`src/sv/tal_pkg.sv`:
```
// Shared types and codes for the tenant admission limiter.
`default_nettype none

package tal_pkg;

    localparam int TID_W   = 6;
    localparam int TOK_W   = 16;
    localparam int TIME_W  = 32;
    localparam int CNT_W   = 8;
    localparam int STAT_W  = 3;
    localparam int LIM_W   = 8;
    localparam int TLIM_W  = 17;
    localparam int CFGI_W  = 2;
    localparam int CFGD_W  = 17;

    localparam logic [STAT_W-1:0] ST_ACCEPTED   = 3'd0;
    localparam logic [STAT_W-1:0] ST_EXPIRED    = 3'd1;
    localparam logic [STAT_W-1:0] ST_TOO_LARGE  = 3'd2;
    localparam logic [STAT_W-1:0] ST_BUSY       = 3'd3;
    localparam logic [STAT_W-1:0] ST_OVERLOADED = 3'd4;
    localparam logic [STAT_W-1:0] ST_RELEASED   = 3'd5;
    localparam logic [STAT_W-1:0] ST_FAULT      = 3'd6;

    localparam logic OP_ADMIT   = 1'b0;
    localparam logic OP_RELEASE = 1'b1;

    localparam logic [CFGI_W-1:0] CFG_GLOBAL_LIMIT = 2'd0;
    localparam logic [CFGI_W-1:0] CFG_TENANT_LIMIT = 2'd1;
    localparam logic [CFGI_W-1:0] CFG_TOKEN_LIMIT  = 2'd2;

    localparam logic [LIM_W-1:0]  GLOBAL_LIMIT_RST = 8'd16;
    localparam logic [LIM_W-1:0]  TENANT_LIMIT_RST = 8'd4;
    localparam logic [TLIM_W-1:0] TOKEN_LIMIT_RST  = 17'd4096;

    // controller -> datapath
    typedef struct packed {
        logic clear;   // write zero into the next table entry
        logic load;    // capture the request
        logic exec;    // decide, write back, present result
    } tal_cmd_t;

    // datapath -> controller
    typedef struct packed {
        logic clear_last;
    } tal_stat_t;

endpackage

`default_nettype wire

```
`src/sv/tenant_admission_limiter.sv`:
```
// Top level of the per-tenant concurrency admission limiter.
`default_nettype none

// After reset the block zeroes every entry of the per-tenant count table
// (busy stays high; configuration writes are taken all the while).
// A request is accepted when start is high and busy is low; each request
// passes capture, table read (the single count table has a registered
// read), and decide and write back, and its one result appears
// on status/tenant_level/global_count with done high for exactly one cycle,
// the cycle after the request finishes. The receiver cannot stall: the
// result must be taken in that cycle. The next request may be started in
// the same cycle the result is shown. cfg_ready is always high; writes to
// unknown register indexes are ignored.
module tenant_admission_limiter
    import tal_pkg::*;
#(
    parameter int TENANTS = 64
) (
    input  wire logic              clk,
    input  wire logic              rst_n,
    input  wire logic              start,
    output logic                   busy,
    input  wire logic              opcode,
    input  wire logic [TID_W-1:0]  tenant_id,
    input  wire logic [TOK_W-1:0]  prompt_tokens,
    input  wire logic [TOK_W-1:0]  reply_tokens,
    input  wire logic [TIME_W-1:0] deadline_time,
    input  wire logic [TIME_W-1:0] now_time,
    output logic                   done,
    output logic      [STAT_W-1:0] status,
    output logic      [CNT_W-1:0]  tenant_level,
    output logic      [CNT_W-1:0]  global_count,
    input  wire logic              cfg_valid,
    output logic                   cfg_ready,
    input  wire logic [CFGI_W-1:0] cfg_index,
    input  wire logic [CFGD_W-1:0] cfg_data
);

    tal_cmd_t  cmd;
    tal_stat_t stat;

    assign cfg_ready = 1'b1;

    tal_ctrl u_ctrl (
        .clk   (clk),
        .rst_n (rst_n),
        .start (start),
        .stat  (stat),
        .cmd   (cmd),
        .busy  (busy)
    );

    tal_dp #(
        .TENANTS (TENANTS)
    ) u_dp (
        .clk           (clk),
        .rst_n         (rst_n),
        .cmd           (cmd),
        .stat          (stat),
        .opcode        (opcode),
        .tenant_id     (tenant_id),
        .prompt_tokens (prompt_tokens),
        .reply_tokens  (reply_tokens),
        .deadline_time (deadline_time),
        .now_time      (now_time),
        .cfg_we        (cfg_valid && cfg_ready),
        .cfg_index     (cfg_index),
        .cfg_data      (cfg_data),
        .done          (done),
        .status        (status),
        .tenant_level  (tenant_level),
        .global_count  (global_count)
    );

endmodule

`default_nettype wire

```
`src/sv/tal_ram.sv`:
```
// Generic single-write, single-read RAM with registered read data.
`default_nettype none

module tal_ram #(
    parameter int WIDTH = 8,
    parameter int DEPTH = 64
) (
    input  wire logic                     clk,
    input  wire logic                     we,
    input  wire logic [$clog2(DEPTH)-1:0] waddr,
    input  wire logic [WIDTH-1:0]         wdata,
    input  wire logic [$clog2(DEPTH)-1:0] raddr,
    output logic      [WIDTH-1:0]         rdata
);

    logic [WIDTH-1:0] mem [DEPTH];

    always_ff @(posedge clk)
    begin
        if (we)
        begin
            mem[waddr] <= wdata;
        end
        rdata <= mem[raddr];
    end

endmodule

`default_nettype wire

```
`src/sv/tal_ctrl.sv`:
```
// Controller state machine: table clear after reset, then read / execute per request.
`default_nettype none

module tal_ctrl
    import tal_pkg::*;
(
    input  wire logic      clk,
    input  wire logic      rst_n,
    input  wire logic      start,
    input  tal_stat_t      stat,
    output tal_cmd_t       cmd,
    output logic           busy
);

    localparam logic [1:0] S_CLEAR = 2'd0;
    localparam logic [1:0] S_IDLE  = 2'd1;
    localparam logic [1:0] S_READ  = 2'd2;
    localparam logic [1:0] S_EXEC  = 2'd3;

    logic [1:0] state_reg;
    logic [1:0] state_next;

    always_comb
    begin
        state_next = state_reg;
        case (state_reg)
            S_CLEAR:
            begin
                if (stat.clear_last)
                begin
                    state_next = S_IDLE;
                end
            end
            S_IDLE:
            begin
                if (start)
                begin
                    state_next = S_READ;
                end
            end
            S_READ:  state_next = S_EXEC;
            S_EXEC:  state_next = S_IDLE;
            default: state_next = S_CLEAR;
        endcase
    end

    always_ff @(posedge clk or negedge rst_n)
    begin
        if (!rst_n)
        begin
            state_reg <= S_CLEAR;
        end
        else
        begin
            state_reg <= state_next;
        end
    end

    always_comb
    begin
        cmd.clear = (state_reg == S_CLEAR);
        cmd.load  = (state_reg == S_IDLE) && start;
        cmd.exec  = (state_reg == S_EXEC);
        busy      = (state_reg != S_IDLE);
    end

endmodule

`default_nettype wire

```
`src/sv/tal_dp.sv`:
```
// Datapath: limit registers, request capture, count table, admission decision.
`default_nettype none

module tal_dp
    import tal_pkg::*;
#(
    parameter int TENANTS = 64
) (
    input  wire logic              clk,
    input  wire logic              rst_n,
    input  tal_cmd_t               cmd,
    output tal_stat_t              stat,
    input  wire logic              opcode,
    input  wire logic [TID_W-1:0]  tenant_id,
    input  wire logic [TOK_W-1:0]  prompt_tokens,
    input  wire logic [TOK_W-1:0]  reply_tokens,
    input  wire logic [TIME_W-1:0] deadline_time,
    input  wire logic [TIME_W-1:0] now_time,
    input  wire logic              cfg_we,
    input  wire logic [CFGI_W-1:0] cfg_index,
    input  wire logic [CFGD_W-1:0] cfg_data,
    output logic                   done,
    output logic      [STAT_W-1:0] status,
    output logic      [CNT_W-1:0]  tenant_level,
    output logic      [CNT_W-1:0]  global_count
);

    localparam int IDX_W = $clog2(TENANTS);
    localparam int REM_W = IDX_W + 1;

    logic [LIM_W-1:0]  global_limit_reg;
    logic [LIM_W-1:0]  tenant_limit_reg;
    logic [TLIM_W-1:0] token_limit_reg;

    logic              op_reg;
    logic [IDX_W-1:0]  idx_reg;
    logic              expired_reg;
    logic              too_large_reg;
    logic [IDX_W-1:0]  clr_cnt_reg;
    logic [CNT_W-1:0]  glob_reg;

    logic              done_reg;
    logic [STAT_W-1:0] status_reg;
    logic [CNT_W-1:0]  tcount_reg;
    logic [CNT_W-1:0]  gcount_reg;

    logic [IDX_W-1:0]  idx_in;
    logic [TLIM_W-1:0] tok_sum;
    logic [CNT_W-1:0]  tcnt;
    logic [STAT_W-1:0] st_next;
    logic [CNT_W-1:0]  tcnt_next;
    logic [CNT_W-1:0]  gcnt_next;

    logic              ram_we;
    logic [IDX_W-1:0]  ram_waddr;
    logic [CNT_W-1:0]  ram_wdata;

    // tenant_id mod TENANTS by shift-subtract, one step per id bit
    always_comb
    begin
        logic [REM_W-1:0] rem;
        rem = '0;
        for (int i = TID_W - 1; i >= 0; i--)
        begin
            rem = {rem[REM_W-2:0], tenant_id[i]};
            if (rem >= REM_W'(TENANTS))
            begin
                rem = rem - REM_W'(TENANTS);
            end
        end
        idx_in = rem[IDX_W-1:0];
    end

    assign tok_sum = {1'b0, prompt_tokens} + {1'b0, reply_tokens};

    always_ff @(posedge clk or negedge rst_n)
    begin
        if (!rst_n)
        begin
            global_limit_reg <= GLOBAL_LIMIT_RST;
            tenant_limit_reg <= TENANT_LIMIT_RST;
            token_limit_reg  <= TOKEN_LIMIT_RST;
        end
        else if (cfg_we)
        begin
            case (cfg_index)
                CFG_GLOBAL_LIMIT: global_limit_reg <= cfg_data[LIM_W-1:0];
                CFG_TENANT_LIMIT: tenant_limit_reg <= cfg_data[LIM_W-1:0];
                CFG_TOKEN_LIMIT:  token_limit_reg  <= cfg_data[TLIM_W-1:0];
                default:          ;
            endcase
        end
    end

    // request capture; the checks that need no table data are done here
    always_ff @(posedge clk)
    begin
        if (cmd.load)
        begin
            op_reg        <= opcode;
            idx_reg       <= idx_in;
            expired_reg   <= (deadline_time <= now_time);
            too_large_reg <= (tok_sum > token_limit_reg);
        end
    end

    tal_ram #(
        .WIDTH (CNT_W),
        .DEPTH (TENANTS)
    ) u_table (
        .clk   (clk),
        .we    (ram_we),
        .waddr (ram_waddr),
        .wdata (ram_wdata),
        .raddr (idx_reg),
        .rdata (tcnt)
    );

    always_comb
    begin
        st_next   = ST_ACCEPTED;
        tcnt_next = tcnt;
        gcnt_next = glob_reg;
        if (op_reg == OP_ADMIT)
        begin
            if (expired_reg)
            begin
                st_next = ST_EXPIRED;
            end
            else if (too_large_reg)
            begin
                st_next = ST_TOO_LARGE;
            end
            else if (tcnt >= tenant_limit_reg)
            begin
                st_next = ST_BUSY;
            end
            else if (glob_reg >= global_limit_reg)
            begin
                st_next = ST_OVERLOADED;
            end
            else
            begin
                st_next   = ST_ACCEPTED;
                tcnt_next = tcnt + 8'd1;
                gcnt_next = glob_reg + 8'd1;
            end
        end
        else
        begin
            if (tcnt == '0 || glob_reg == '0)
            begin
                st_next = ST_FAULT;
            end
            else
            begin
                st_next   = ST_RELEASED;
                tcnt_next = tcnt - 8'd1;
                gcnt_next = glob_reg - 8'd1;
            end
        end
    end

    assign ram_we    = cmd.clear || cmd.exec;
    assign ram_waddr = cmd.clear ? clr_cnt_reg : idx_reg;
    assign ram_wdata = cmd.clear ? '0 : tcnt_next;

    assign stat.clear_last = (clr_cnt_reg == IDX_W'(TENANTS - 1));

    always_ff @(posedge clk or negedge rst_n)
    begin
        if (!rst_n)
        begin
            clr_cnt_reg <= '0;
            glob_reg    <= '0;
            done_reg    <= 1'b0;
        end
        else
        begin
            if (cmd.clear)
            begin
                clr_cnt_reg <= clr_cnt_reg + 1'b1;
            end
            if (cmd.exec)
            begin
                glob_reg <= gcnt_next;
            end
            done_reg <= cmd.exec;
        end
    end

    always_ff @(posedge clk)
    begin
        if (cmd.exec)
        begin
            status_reg <= st_next;
            tcount_reg <= tcnt_next;
            gcount_reg <= gcnt_next;
        end
    end

    assign done         = done_reg;
    assign status       = status_reg;
    assign tenant_level = tcount_reg;
    assign global_count = gcount_reg;

endmodule

`default_nettype wire
```
`config.mk`:
```
export PLATFORM = sky130hd
export DESIGN_NAME = tenant_admission_limiter
export DESIGN_NICKNAME = d
export VERILOG_FILES = /design/src/sv/tal_pkg.sv /design/src/sv/tenant_admission_limiter.sv /design/src/sv/tal_ram.sv /design/src/sv/tal_ctrl.sv /design/src/sv/tal_dp.sv
export SDC_FILE = /design/constraint.sdc
export NUM_CORES = 1
export LEC_CHECK = 0
export ABC_AREA = 1
export BUFFER_PORTS_ARGS = -buffer_cell sky130_fd_sc_hd__buf_2
export CORE_ASPECT_RATIO = 0.75
export CORE_MARGIN = 2
export CORE_UTILIZATION = 60
export DETAILED_ROUTE_END_ITERATION = 10
export GPL_TIMING_DRIVEN = 0
export PLACE_DENSITY_LB_ADDON = 0.1
export SLEW_MARGIN = 20
export SYNTH_ARGS = -nofsm -noshare
export SYNTH_HDL_FRONTEND = slang
export SYNTH_HIERARCHICAL = 1
export SYNTH_SLANG_ARGS = --single-unit
```
`constraint.sdc`:
```
create_clock -name clk -period 6.16 [get_ports clk]
set_clock_uncertainty 0.15 [all_clocks]
set_input_delay 0 -clock clk [delete_from_list [all_inputs] [get_ports clk]]
set_output_delay 0 -clock clk [all_outputs]
set_load 0.005 [all_outputs]
```
==> results by group <==
Logic synthesis
  – Synthesized flop and latch total: 598
  – Synth Area in Simple Gates: 23.0%
  – Synth Area in Compound Gates: 2.40%
  – Sequential area share after synthesis: 64.3%
  – Share of flip-flops with an asynchronous set or reset: 8.36%
  – Syn_nets: 2800
  – Top FF cell, synth: edfxtp_1
  – Synth Cell Area: 27400 µm²
  – Mux contribution to synthesized area: 0%
  – Synthesized-area fraction occupied by adder cells: 4.18%
  – EDFF count, synth: 540
  – Ys Warns: 6
  – Synth cell types: 50
  – Avg Inst Size Synth: 10.6 µm²
  – Cell count after synthesis: 2583
  – Largest family of logic cells by synthesized area: simple AND/OR/NAND/NOR gates
  – Post-Synth XOR/XNOR Area: 0.666%

STA
  – Slew @ Worst Pin: 1.18 ns
  – Hold Vio Cnt, Final: 0
  – Max Freq: 0.211 GHz
  – Max Slew Vio Count: 0
  – Crit share post-route: 77.1%
  – Max-slew headroom: 21.0%
  – Setup tns final: 0 ns
  – RSZ-0062 raised after global routing: false
  – Final setup fails: 0
  – Fin crit period: 4.75 ns

Worst setup path
  – Crit path launch type: flop
  – WS Path Type: flop to flop
  – Crit end category: flop
  – CP arrival: 4.81 ns
  – Reg2reg setup slack: 1.41 ns
  – Critical path destination: u_dp/u_table/mem[36][4]
  – Crit path from: u_ctrl/state_reg[0]
  – CP Max Fanout: 23
  – Worst R2R Path Depth: 6
  – Critical R2R Capture: u_dp/u_table/mem[36][4]
  – CP required: 6.22 ns
  – Worst r2r src: u_ctrl/state_reg[0]

Global route
  – Initial antenna violation count: 1
  – First-pass GRT wire length: 121000 µm
  – Pin count of the biggest net entering global routing: 51
  – Gr ovfl total: 0
  – Number of global-route vias before repair: 20100
  – Total Routing Usage GR: 34.3%

CTS
  – CTS tree: done
  – Post-CTS setup buffers: 0
  – Clk pin slew, worst setup/hold paths: 0.07 ns
  – Clk root buf: clkbuf_16
  – CTS resizes: 0
  – Worst skew pair latency: 0.62 ns
  – Max Buffers Root-to-Sink: 3
  – # clock sinks: 598
  – Htree depth: 2
  – Inserted Clock Buffers: 56

Power and ir drop
  – Maximum VDD drop: 0.000263 V
  – Leakage: 13.0 nW
  – Power per cell area: 418 nW/µm²

Route
  – Final WL: 80600 µm
  – Vias per cell: 6.01
  – Final ANT Viol Nets: 0
  – Initial DRC Count: 3173
  – Drt drc: 0
  – Routed WL per cell: 23.1 µm
  – Pre-antenna DRT Iters: 8
  – Total number of vias: 21000

Cells and area
  – Non-Filler Instances: 3496
  – Max FFs per register: 512
  – Layout Area Growth over Synthesis: 16.0%
  – Antenna cells: 0
  – Nets: 3081
  – Most frequent cells in the layout: 824 x nand2_1, 540 x edfxtp_1, 491 x nand3_1
  – Filler instances: 3157
  – Commonest non-fill, non-tap cell in the layout: nand2_1
  – Layout cells sized above 1: 13.5%

Floorplan
  – Die ar.: 47400 µm²
  – Initial Util: 61.1%
  – Die H: 189 µm
  – Number of core rows: 67
  – Core box area: 44800 µm²
  – Die Wd: 251 µm
  – Io pins: 148

Place
  – Routability congestion estimate: 0.997
  – Placed insts: 3339
  – Dpl hpwl: 57300 µm
  – Port bufs: 146

Outcome
  – Status: complete, no violations

Flow run
  – Number of max-cap violations: 0

Hold path
  – Tightest Hold Check Type: input port to flop
power by group:
part	internal (mW)	switching (mW)	total [mW]	leakage, nW
combinational	1.24	2.93	4.16	6.52
sequential	5.48	0.180	5.66	5.59
clock	1.98	1.49	3.47	0.908
total	8.70	4.59	13.3	13.0
stage by stage:
stage	utilization (%)	total power [mW]	cell area (µm²)	hold slack, ns	setup WS [ns]
after detailed placement	65.7	9.75	29400	0.0281	1.43
after CTS	70.9	13.2	31800	0.00319	1.42
after global placement	64.4	9.27	28900	0.0288	-1.18
after global routing	70.9	13.8	31800	0.0803	1.35
final	70.9	13.3	31800	0.0346	1.41
after floorplan	-	7.83	27400	-0.446	2.06
layer usage:
metal	part of all wire (%)	wire length [µm]	GRT usage (%)
met5	0.020	16	0
met4	2.3	1840	8.43
met3	14	11600	9.35
met2	42	34000	49.5
met1	41	33100	52.1
cell usage after synthesis, drive strengths merged (2+ instances only):
master    n  area (µm²)
o221ai    2        17.5
dfstp     3        78.8
inv     161         609
clkbuf   22        82.6
nand4    27         169
nand3   492        2470
and2      3        18.8
edfxtp  540       16200
a31oi     2        12.5
xnor2     4        35.0
nor4     10        68.8
xor2     16         148
nor3     10        50.1
buf     102         790
dfxtp     8         160
dfrtp    47        1180
a22oi     2        20.0
nor2     92         373
o21ai    44         220
o21a      5        37.5
nand2   830        3140
a21oi    59         303
ha       90        1130
nand3b    2        15.0
kinds of logic after synthesis:
family / count (synthesis)
other cells: 1
buf+inv: 285
xor+xnor: 20
fa+ha+maj: 91
simple gates: 1468
flops: 598
compound gates: 120
timing repair:
action,CTS,global route
setup endpoints to repair,0,0
hold endpoints to repair,101,47
hold buffers,52,1
worst max-delay path, stage by stage, from the launching register on:
cell and delay [ns]:
dfrtp_1 0.41, ha_1 0.88, inv_1 0.40, nand2_1 0.19, clkbuf_1 0.30, nand4_1 0.80, nor2_1 1.22
how the worst min path moves through the flow:
stage | start | endpoint | depth (start not counted)
6_report | cfg_data[13] | u_dp/token_limit_reg[13] | 4
2_1_floorplan | rst_n | u_ctrl/state_reg[0] | 0
3_3_place_gp | tenant_id[1] | u_dp/idx_reg[1] | 1
3_5_place_dp | tenant_id[0] | u_dp/idx_reg[0] | 1
4_1_cts | cfg_data[15] | u_dp/token_limit_reg[15] | 4
5_1_grt | cfg_data[11] | u_dp/token_limit_reg[11] | 4
area by class of cell:
cell class	count	area [µm²]	share of cell area, %
plain buffers	124	872	2.74
clock buffers	64	1450	4.57
clock inverters	40	370	1.16
inverters	161	609	1.92
multi-input cells	1700	8420	26.5
flip-flops and latches	598	17600	55.4
well taps	586	733	2.30
repair buffers	223	1720	5.40
Note: power is estimated with default switching activity, not from simulation.
